**src/hdl/wsdf_pkg.sv**
```systemverilog
// Shared types and constants for the WebSocket frame deframer.
// Used by the deframer top level, its port checkers and its testbench; depends on nothing else.

package wsdf_pkg;

   // Field widths of one beat
   localparam int BYTE_W     = 8;
   localparam int OPCODE_W   = 4;
   localparam int CODE_W     = 16;
   localparam int REQ_DATA_W = 8;
   localparam int RSP_DATA_W = 32;
   localparam int RSP_USER_W = 2;

   // Header codes
   localparam logic [OPCODE_W-1:0] OPC_CLOSE     = 4'h8;
   localparam logic [CODE_W-1:0]   DEFAULT_CLOSE = 16'd1000;
   localparam logic [6:0]          LEN_EXT16     = 7'd126;
   localparam logic [6:0]          LEN_EXT64     = 7'd127;

   // Header byte counts
   localparam logic [3:0] EXT16_BYTES = 4'd2;
   localparam logic [3:0] EXT64_BYTES = 4'd8;
   localparam logic [3:0] KEY_LEN     = 4'd4;

   // Result beat payload, packed into rsp_tdata from bit 0 upwards:
   // payload_byte [7:0], frame_opcode [11:8], final_fragment [12], status_code [28:13].
   typedef struct packed {
      logic [CODE_W-1:0]   status_code;
      logic                final_fragment;
      logic [OPCODE_W-1:0] frame_opcode;
      logic [BYTE_W-1:0]   payload_byte;
   } rsp_item_type;

   localparam int RSP_PAD_W = RSP_DATA_W - $bits(rsp_item_type);

   // Result beat flags in rsp_tuser: has_byte [0], truncated [1].
   typedef struct packed {
      logic truncated;
      logic has_byte;
   } rsp_flags_type;

endpackage

```
**src/hdl/websocket_frame_deframer.sv**
```systemverilog
// WebSocket (RFC 6455) receive-side frame deframer, one byte per beat.
// Depends on wsdf_pkg for field widths, header codes and the result beat layout.
//
// The block takes one received byte per beat, with req_tlast marking the last byte
// of a chunk that carries one frame. It parses the two header bytes, the 16-bit or
// 64-bit big-endian extended length and the masking key, then emits each payload
// byte unmasked together with the frame opcode and FIN bit; rsp_tlast marks the
// final beat of the frame and, for close frames, that beat carries the close code
// (1000 when the payload has fewer than two bytes). A frame without payload gives
// one empty last beat. A chunk that ends early gives a last beat flagged truncated,
// and bytes after the end of the frame are dropped until the chunk ends. The block
// takes one byte every clock cycle while rsp_tready does not stall the output; an
// accepted byte waits in the input register until the parse step can run, and the
// parse step then loads the output register. The clock period is set by the
// combinational parse step, whose longest path is the LENGTH_BITS-wide decrement
// and compare of the remaining payload length.

module websocket_frame_deframer
   import wsdf_pkg::*;
#(
   parameter int LENGTH_BITS = 64
) (
   input  logic                  clock,
   input  logic                  reset,
   // Received bytes: tdata = byte_in [7:0]; tlast = chunk_end
   input  logic                  req_tvalid,
   output logic                  req_tready,
   input  logic [REQ_DATA_W-1:0] req_tdata,
   input  logic                  req_tlast,
   // Results: tdata = payload_byte [7:0], frame_opcode [11:8], final_fragment [12],
   // status_code [28:13], zero [31:29]; tuser = has_byte [0], truncated [1]; tlast = last
   output logic                  rsp_tvalid,
   input  logic                  rsp_tready,
   output logic [RSP_DATA_W-1:0] rsp_tdata,
   output logic [RSP_USER_W-1:0] rsp_tuser,
   output logic                  rsp_tlast
);

   typedef enum logic [2:0] {
      PH_HDR1,
      PH_HDR2,
      PH_EXTLEN,
      PH_KEY,
      PH_BODY,
      PH_DONE
   } phase_type;

   localparam logic [LENGTH_BITS-1:0] LEFT_ZERO = '0;
   localparam logic [LENGTH_BITS-1:0] LEFT_ONE  = {{(LENGTH_BITS-1){1'b0}}, 1'b1};

   // Input register
   logic              in_valid_ff;
   logic [BYTE_W-1:0] in_byte_ff;
   logic              in_end_ff;

   // Parser state
   phase_type               phase_ff, phase_in;
   logic [OPCODE_W-1:0]     opcode_ff, opcode_in;
   logic                    fin_ff, fin_in;
   logic                    mask_ff, mask_in;
   logic [3:0]              hdr_left_ff, hdr_left_in;
   logic [LENGTH_BITS-1:0]  left_ff, left_in;
   logic [1:0]              idx_ff, idx_in;
   logic                    ge2_ff, ge2_in;
   logic [31:0]             key_ff, key_in;
   logic [CODE_W-1:0]       code_ff, code_in;

   // Output register
   logic          rsp_valid_ff;
   rsp_item_type  rsp_item_ff;
   rsp_flags_type rsp_flags_ff;
   logic          rsp_last_ff;

   // Result of the current step
   logic          emit;
   rsp_item_type  res_item;
   rsp_flags_type res_flags;
   logic          res_last;

   logic              out_adv;
   logic              step;
   logic [BYTE_W-1:0] mask_byte;
   logic [BYTE_W-1:0] plain;
   logic [6:0]        len7;
   logic              al_go;
   logic              al_mask;
   logic              al_zero;

   // Handshake: a byte moves on whenever the output register is free or draining
   assign out_adv    = !rsp_valid_ff || rsp_tready;
   assign step       = in_valid_ff && out_adv;
   assign req_tready = !in_valid_ff || step;

   assign rsp_tvalid = rsp_valid_ff;
   assign rsp_tdata  = {{RSP_PAD_W{1'b0}}, rsp_item_ff};
   assign rsp_tuser  = rsp_flags_ff;
   assign rsp_tlast  = rsp_last_ff;

   // Key byte for this payload position, most significant first
   always_comb begin
      case (idx_ff)
         2'd0:    mask_byte = key_ff[31:24];
         2'd1:    mask_byte = key_ff[23:16];
         2'd2:    mask_byte = key_ff[15:8];
         default: mask_byte = key_ff[7:0];
      endcase
   end

   assign plain = mask_ff ? (in_byte_ff ^ mask_byte) : in_byte_ff;
   assign len7  = in_byte_ff[6:0];

   // One parse step for the byte in the input register
   always_comb begin
      phase_in    = phase_ff;
      opcode_in   = opcode_ff;
      fin_in      = fin_ff;
      mask_in     = mask_ff;
      hdr_left_in = hdr_left_ff;
      left_in     = left_ff;
      idx_in      = idx_ff;
      ge2_in      = ge2_ff;
      key_in      = key_ff;
      code_in     = code_ff;
      emit        = 1'b0;
      res_item    = '0;
      res_flags   = '0;
      res_last    = 1'b0;
      al_go       = 1'b0;
      al_mask     = 1'b0;
      al_zero     = 1'b0;

      unique case (phase_ff)
         PH_HDR1: begin
            fin_in      = in_byte_ff[7];
            opcode_in   = in_byte_ff[3:0];
            mask_in     = 1'b0;
            key_in      = '0;
            left_in     = '0;
            idx_in      = '0;
            ge2_in      = 1'b0;
            hdr_left_in = '0;
            code_in     = DEFAULT_CLOSE;
            phase_in    = PH_HDR2;
         end
         PH_HDR2: begin
            mask_in = in_byte_ff[7];
            if (len7 == LEN_EXT16 || len7 == LEN_EXT64) begin
               hdr_left_in = (len7 == LEN_EXT16) ? EXT16_BYTES : EXT64_BYTES;
               left_in     = '0;
               phase_in    = PH_EXTLEN;
            end else begin
               left_in = {{(LENGTH_BITS-7){1'b0}}, len7};
               al_go   = 1'b1;
               al_mask = in_byte_ff[7];
               al_zero = (len7 == 7'd0);
            end
         end
         PH_EXTLEN: begin
            left_in     = {left_ff[LENGTH_BITS-BYTE_W-1:0], in_byte_ff};
            hdr_left_in = hdr_left_ff - 4'd1;
            if (hdr_left_ff == 4'd1) begin
               al_go   = 1'b1;
               al_mask = mask_ff;
               al_zero = (left_in == LEFT_ZERO);
            end
         end
         PH_KEY: begin
            key_in      = {key_ff[23:0], in_byte_ff};
            hdr_left_in = hdr_left_ff - 4'd1;
            if (hdr_left_ff == 4'd1) begin
               al_go   = 1'b1;
               al_mask = 1'b0;
               al_zero = (left_ff == LEFT_ZERO);
            end
         end
         PH_BODY: begin
            // The first two payload bytes form the close code
            if (!ge2_ff && idx_ff == 2'd0) begin
               code_in = {plain, 8'h00};
            end else if (!ge2_ff && idx_ff == 2'd1) begin
               code_in = {code_ff[15:8], plain};
            end
            idx_in  = idx_ff + 2'd1;
            ge2_in  = ge2_ff || (idx_ff == 2'd1);
            left_in = left_ff - LEFT_ONE;
            emit               = 1'b1;
            res_item.payload_byte = plain;
            res_flags.has_byte = 1'b1;
            if (left_ff == LEFT_ONE) begin
               res_last = 1'b1;
               phase_in = PH_DONE;
               if (opcode_ff == OPC_CLOSE) begin
                  res_item.status_code = ge2_in ? code_in : DEFAULT_CLOSE;
               end
            end
         end
         PH_DONE: begin
            // Trailing bytes of the chunk are dropped
         end
         default: begin
            phase_in = PH_HDR1;
         end
      endcase

      // Length known: go on to the key, the payload or an empty last beat
      if (al_go) begin
         if (al_mask) begin
            phase_in    = PH_KEY;
            hdr_left_in = KEY_LEN;
         end else if (al_zero) begin
            phase_in = PH_DONE;
            emit     = 1'b1;
            res_last = 1'b1;
            if (opcode_ff == OPC_CLOSE) begin
               res_item.status_code = DEFAULT_CLOSE;
            end
         end else begin
            phase_in = PH_BODY;
         end
      end

      // Chunk end: close off an unfinished frame and wait for the next header
      if (in_end_ff) begin
         if (phase_ff != PH_DONE && !(emit && res_last)) begin
            if (!emit) begin
               res_item = '0;
               res_flags.has_byte = 1'b0;
            end
            emit                 = 1'b1;
            res_last             = 1'b1;
            res_flags.truncated  = 1'b1;
            res_item.status_code = '0;
         end
         phase_in = PH_HDR1;
      end

      res_item.frame_opcode   = opcode_in;
      res_item.final_fragment = fin_in;
   end

   // Input register, parser state and output register
   always_ff @(posedge clock) begin
      if (reset) begin
         in_valid_ff  <= 1'b0;
         phase_ff     <= PH_HDR1;
         rsp_valid_ff <= 1'b0;
      end else begin
         if (req_tready) begin
            in_valid_ff <= req_tvalid;
         end
         if (step) begin
            phase_ff <= phase_in;
         end
         if (out_adv) begin
            rsp_valid_ff <= step && emit;
         end
      end
      if (req_tvalid && req_tready) begin
         in_byte_ff <= req_tdata[BYTE_W-1:0];
         in_end_ff  <= req_tlast;
      end
      if (step) begin
         opcode_ff   <= opcode_in;
         fin_ff      <= fin_in;
         mask_ff     <= mask_in;
         hdr_left_ff <= hdr_left_in;
         left_ff     <= left_in;
         idx_ff      <= idx_in;
         ge2_ff      <= ge2_in;
         key_ff      <= key_in;
         code_ff     <= code_in;
      end
      if (step && emit) begin
         rsp_item_ff  <= res_item;
         rsp_flags_ff <= res_flags;
         rsp_last_ff  <= res_last;
      end
   end

endmodule

```
**config.mk**
```make
export PLATFORM = sky130hd
export DESIGN_NAME = websocket_frame_deframer
export DESIGN_NICKNAME = d
export VERILOG_FILES = /design/src/hdl/wsdf_pkg.sv /design/src/hdl/websocket_frame_deframer.sv
export SDC_FILE = /design/constraint.sdc
export NUM_CORES = 1
export LEC_CHECK = 0
export CAP_MARGIN = 5
export CORE_ASPECT_RATIO = 2
export CORE_MARGIN = 3
export CORE_UTILIZATION = 50
export CTS_CLUSTER_SIZE = 40
export DETAILED_ROUTE_END_ITERATION = 8
export DONT_BUFFER_PORTS = 1
export PLACE_DENSITY = 0.68
export SLEW_MARGIN = 20
export SYNTH_ARGS = -nofsm -noshare
export SYNTH_HDL_FRONTEND = slang
export SYNTH_SLANG_ARGS = --single-unit
```
**constraint.sdc**
```tcl
create_clock -name clock -period 9 [get_ports clock]
set_input_delay 0.9 -clock clock [delete_from_list [all_inputs] [get_ports clock]]
set_output_delay 0.9 -clock clock [all_outputs]
set_load 0.1 [all_outputs]
```
Word-level counts from Yosys, hierarchy flattened
Cells that the tools add are included.
Widths: inputs -> output; s select.
Word-level totals
  bits in registers: 171
  output and inout port bits: 37
Cells by class
  add/subtract/negate cells: 3
  equal/unequal tests: 16
  reductions and logical operators: 31
  bitwise operators: 1
  multiplexer cells: 63
Operator list (number)
  $pmux 64 s4: 1
  $mux 16: 9
  $logic_not 64->1: 2
  $eq 64x1->1 const B: 1
  $pmux 32 s2: 1
  $sub 64x1->64 const B: 1
  $mux 29: 2
  $mux 8: 4
  $pmux 16 s2: 1
  $mux 1: 24
  $pmux 8 s3: 1
  $mux 4: 5
  $mux 3: 5
  $eq 7x7->1 const B: 2
  $pmux 3 s4: 1
  $pmux 4 s3: 1
  $ne 4x4->1 const B: 2
  $pmux 1 s2: 4
  $reduce_and 2->1: 4
  $xor 8x8->8: 1
  $logic_and 1x1->1: 7
  $logic_not 7->1: 1
  $mux 7: 1
  $eq 3x2->1 const B: 2
  22 further kinds: 31

Depth between registers and ports, before layout
  depth in word-level cells: 16
  gate-level depth with buffers: 9
  mapped depth without buffers: 8

Worst setup path before layout
OpenSTA, ideal clock, no wires.
  kind: reg-to-reg
  start: register left_ff[20]
  end: register rsp_item_ff, in the netlist rsp_tdata[0], enable pin
  path slack: 4.712 ns
  cell stages (with the launch flop): 8
  path buffers: 1
  arrival: 3.857 ns
  library setup time: 0.432 ns
  cells stage by stage: edfxtp_1 -> or4_4 -> or4_4 -> nor4b_2 -> a31oi_1 -> or2_1 -> buf_6 -> a21oi_1
Between the ends
  longest elaborated chain between the ends: 12
  elaborated cells between the ends (all ways): 20
  those cells by class: 1 x eq/ne; 13 x mux; 6 x reduce/logical
RTL lines
  start, declared: line websocket_frame_deframer.sv:62  | logic [LENGTH_BITS-1:0] left_ff, left_in;
  start signal, assigned: line websocket_frame_deframer.sv:267  | left_ff <= left_in;
  $logic_not 64->1 (tied with other cells): line websocket_frame_deframer.sv:173  | al_zero = (left_ff == LEFT_ZERO);
  $mux 1, on equally long branches: line websocket_frame_deframer.sv:170, websocket_frame_deframer.sv:161, websocket_frame_deframer.sv:189
  $pmux 1 s3 or $mux 1 (tied branches): line websocket_frame_deframer.sv:132  | unique case (phase_ff)
  $mux 1: line websocket_frame_deframer.sv:210  | end else if (al_zero) begin
  $mux 1: line websocket_frame_deframer.sv:207  | if (al_mask) begin
  $mux 1: line websocket_frame_deframer.sv:206  | if (al_go) begin
  $logic_and 1x1->1: line websocket_frame_deframer.sv:224  | if (phase_ff != PH_DONE && !(emit && res_last)) begin
  $logic_not 1->1: line websocket_frame_deframer.sv:224
  $logic_and 1x1->1: line websocket_frame_deframer.sv:224
  $mux 1: line websocket_frame_deframer.sv:224
  $mux 1 (*): line websocket_frame_deframer.sv:223  | if (in_end_ff) begin
  $logic_and 1x1->1 (*): line websocket_frame_deframer.sv:273  | if (step && emit) begin
  end signal, assigned: line websocket_frame_deframer.sv:274  | rsp_item_ff <= res_item;
  end, declared: line websocket_frame_deframer.sv:70  | rsp_item_type rsp_item_ff;
Mark *: on every way between the ends. The rest lies on a longest branch, timed or not.
A chain may end at the register's enable or synchronous reset.

Worst setup path in the final report
  start: register left_ff[51]
  end: register rsp_item_ff, in the netlist rsp_tdata[15], enable pin
The elaborated chain is that of the path after synthesis.

==> results.md <==
- The flow ran to the end, and the final reports show no timing, DRC or antenna violations.
- Of all flip-flops after synthesis, the portion carrying an async set or reset was 0.
- The TritonCTS sink count is 171.
- Leaving out fill and tap cells, the most frequent cell in the layout is edfxtp_1.
- In the finished design, the share of the clock period the worst path needs comes to 0.396.
- The top cell types in the final layout, fill and taps aside, are edfxtp_1 (166), nand2_1 (83), nor2_1 (66), xnor2_1 (58), o21ai_0 (53).
- The max-capacitance violation count is 0.
- In the final design database the tool counted 808 nets.
- The number of port buffers is 0.
- The post-CTS clock slew at the launch and capture registers of the worst setup and hold paths is 70 ps.
- Setup repair after global routing left no endpoint under its margin.
- After synthesis, the largest family of logic cells by area is simple AND/OR/NAND/NOR gates.
- Internal power comes to 1.29 mW.
- After clock tree synthesis, the flow added hold-fix buffers numbering 0.
- Of the total synthesized cell area, the portion taken by XOR and XNOR cells is 0.0649.
- Of the total synthesized cell area, the portion taken by full adders, half adders and majority gates is 0.0124.
- The final layout contains routed wiring with a total length of 21,000 um.
- The setup path with the least slack is of type reg -> reg.
- The number of antenna violations at the first check in global routing came to 1.
- Using the TritonRoute via totals, the vias-per-cell ratio works out to 6.04.
- The finished cells cover 9730 um2.
- In the routed design, unresolved DRC markers number 0.
- In this run, the number of DRC markers left after iteration 0 of detailed routing was 513.
- For this run, the share of the core covered by cells in the final layout is 0.547.
- The endpoint identified for the worst register-to-register timing path is rsp_tdata[15].
- The fraction of power consumed by sequential logic is 0.556.
- The total iterations of the first detailed-routing run is 5.
- The final setup TNS is 0 ps.
- In this run, CTS created clock tree buffers numbering 17.
- From bottom edge to top edge, the die measures 196 um.
- The startpoint identified for the worst register-to-register timing path is left_ff[51].
- The first global-routing pass estimated 33,100 um of wire.
- The timing endpoint of the critical path is rsp_tdata[15].
- For the pin with the worst max-slew slack, the measured transition is 1010 ps.
- The number of buffers inserted by post-CTS setup repair is 0.
- The floorplan step set the die width to 101 um.
- The path depth of the worst reg2reg path is 7.
- After synthesis the cells add up to 9050 um2.
- The share of total power dissipated in the clock network is 0.389.
- The die covers 19,800 um2.
- After global routing the overflow that remains totals 0.
- Data on the critical path is required at its endpoint by 9130 ps.
- For this design the total switching power over the nets is 0.431 mW.
- Across all layers, the routed design uses 6,111 vias.
- The synthesis warning total is 0.
- The worst vdd rail ir drop is 103 uV.
- Across the routed clock network, the largest skew measured is 13.6 ps.
- The number of antenna diodes in the final layout is 0.
- The critical path starts at left_ff[51].
- The endpoint class of the critical path is a flop.
- CTS placed an instance of clkbuf_16 at the clock tree root.
- The shortest clock period the worst path allows after layout is 3570 ps.
- The share of total power dissipated in combinational logic is 0.054.
- The maximum fanout along the worst path is 25.
- Clock latency on the worst-skew pair, taken at its later pin, is 430 ps.
- In this run the deepest clock path goes through 2 buffers.
- The number of synthesized register bits is 171.
- TritonCTS built the clock tree.
- Among all flip-flop cells after synthesis, the most frequent one is edfxtp_1.
- The total cell area at the placement stage is 9180 um2.
- The final max-slew violation count was 0.
- The fraction of layout instances using a drive strength above 1 is 0.118.
- The total of endpoints with negative setup slack in the final report is 0.
- Of the total synthesized cell area, the portion taken by AND, OR, NAND and NOR gates is 0.219.
- Once detail routing completed, the nets flagged for antenna violations numbered 0.
- The number of synthesized flops with an enable pin is 166.
- The min-delay analysis places its worst path in the category in -> reg.
- Compared with the post-synthesis result, the final layout area differs by 7.58%.
- The row count is 69.
- The hold violation count in the final report was 0.
- For this run, the register share of the synthesized area comes to 0.562.
- The kind of launch point of the worst setup path is a flop.
- The remaining max-slew budget at the tightest pin is 0.327.
- The compound-gate portion of the synthesized area is 0.0972.
- Of the total power, the share spent switching nets is 0.250.
- The cell count after synthesis is 807.
- The core region is 17,800 um2.
- The detail-routed net length per standard cell is 20.8 um.
- 50 I/O pins were placed.
- For this design the ratio of total power to cell area is 177 nW/um2.
- For flop-to-flop paths, the worst setup slack is 5430 ps.
- Routability-driven placement finished with a final weighted congestion of 0.890.
- Post-CTS repair changed the size of 0 cells.
- The starting utilization of the core area is 0.509.
- Entering global routing, the biggest net connects 88 pins.
- The number of different library cells used by synthesis comes to 68.
- The global-route usage over all layers is 0.217.
- Measured against the total synthesized area, the mux share comes to 0.0111.
- The data arrival time at the worst-slack endpoint is 3690 ps.
- The static leakage power is 3.06 nW.
- The sum of net half-perimeters after detailed placement is 14,900 um.
- The synthesized area divided by synthesized cell count is 11.2 um2.
- Summing all multi-input logic gate instances after layout gives 3700 um2.
- The via count of the first global-routing pass is 6,265.
- The highest clock frequency the design can meet is 0.280 GHz.
- The combined flip-flop and latch cell area is 5080 um2.
- The filler cell count is 1,496.
- The H-tree was split into 4 levels.
[routing by layer]
layer / wire [um] / up-vias / global-route usage
li1: - / 2921 / -
met5: 13 / - / 0
met2: 11700 / 163 / 0.401
met4: 831 / 2 / 0.0957
met3: 817 / 50 / 0.0420
met1: 7640 / 2975 / 0.231
[power by group through the flow]
stage / clock (mW) / combinational (mW) / sequential, mW
after global placement: 0 / 0.0899 / 0.971
after detailed placement: 0 / 0.0927 / 0.973
final: 0.669 / 0.0936 / 0.956
after CTS: 0.682 / 0.0931 / 0.956
after floorplan: 0 / 0.0714 / 0.962
after global routing: 0.708 / 0.102 / 0.960
[registers in the layout, summed over array words and instances, names as in the netlist, 2 cells and up]
register and flops:
key_ff 32, rsp_tuser 2, in_byte_ff 8, opcode_ff 4
left_ff 64, code_ff 16, rsp_tdata 29, phase_ff 3
idx_ff 2, hdr_left_ff 4
[logic make-up (layout without fill, tap and decap cells)]
logic type | after synthesis | count (layout)
AOI/OAI and AO/OA | 144 | 144
xor gates and xnor gates | 67 | 67
adders and majority gates | 9 | 9
buffers and inverters | 65 | 55
DFF | 171 | 171
muxes | 9 | 9
other | 1 | 3
and+or+nand+nor | 341 | 341
[per-stage QoR]
| stage | worst slack, ps | cells | power (mW) | hold slack [ps] |
|---|---|---|---|---|
| 2_1_floorplan | 4710 | 809 | 1.03 | 517 |
| 3_3_place_gp | 5300 | 978 | 1.06 | 528 |
| 3_5_place_dp | 5140 | 979 | 1.07 | 537 |
| 4_1_cts | 5130 | 1011 | 1.73 | 518 |
| 5_1_grt | 5180 | 1012 | 1.77 | 523 |
| 6_report | 5430 | 1012 | 1.72 | 535 |
[area by class of cell]
class | instances | area share
clock inverter | 13 | 0.00977
timing repair buffer | 8 | 0.0103
multi-input combinational | 573 | 0.380
inverter | 15 | 0.00578
sequential | 171 | 0.522
clock buffer | 19 | 0.0445
tap | 213 | 0.0274
[worst min path at each step]
stage                     start  depth (start not counted)          end
global route              reset                          1   rsp_tvalid
global placement     key_ff[12]                          1   key_ff[20]
floorplan           in_valid_ff                          2  in_valid_ff
detailed placement    key_ff[0]                          1    key_ff[8]
finish                    reset                          1   rsp_tvalid
CTS                       reset                          1   rsp_tvalid
[synth_stat cells (all sizes together) (9+ instances only)]
cell	instances	area (um2)
nor2	68	255
nor2b	13	81.3
clkbuf	39	150
o21ai	77	389
a21oi	25	125
a222oi	9	90.1
nor3	40	215
nor4	27	318
ha	9	113
xnor2	58	508
nand2	85	322
or3	11	68.8
and2	35	219
or4	13	113
buf	11	96.3
edfxtp	166	4980
xor2	9	78.8
a211oi	9	67.6
inv	13	48.8
[critical path, cell delays in order (launching register included)]
cell and delay (ps):
edfxtp_1 490, or4_1 740, nor4b_1 520, o2111a_1 280
a31oi_1 110, or2_1 390, a21oi_4 470, buf_16 230
(Power assumes the default switching activity.)
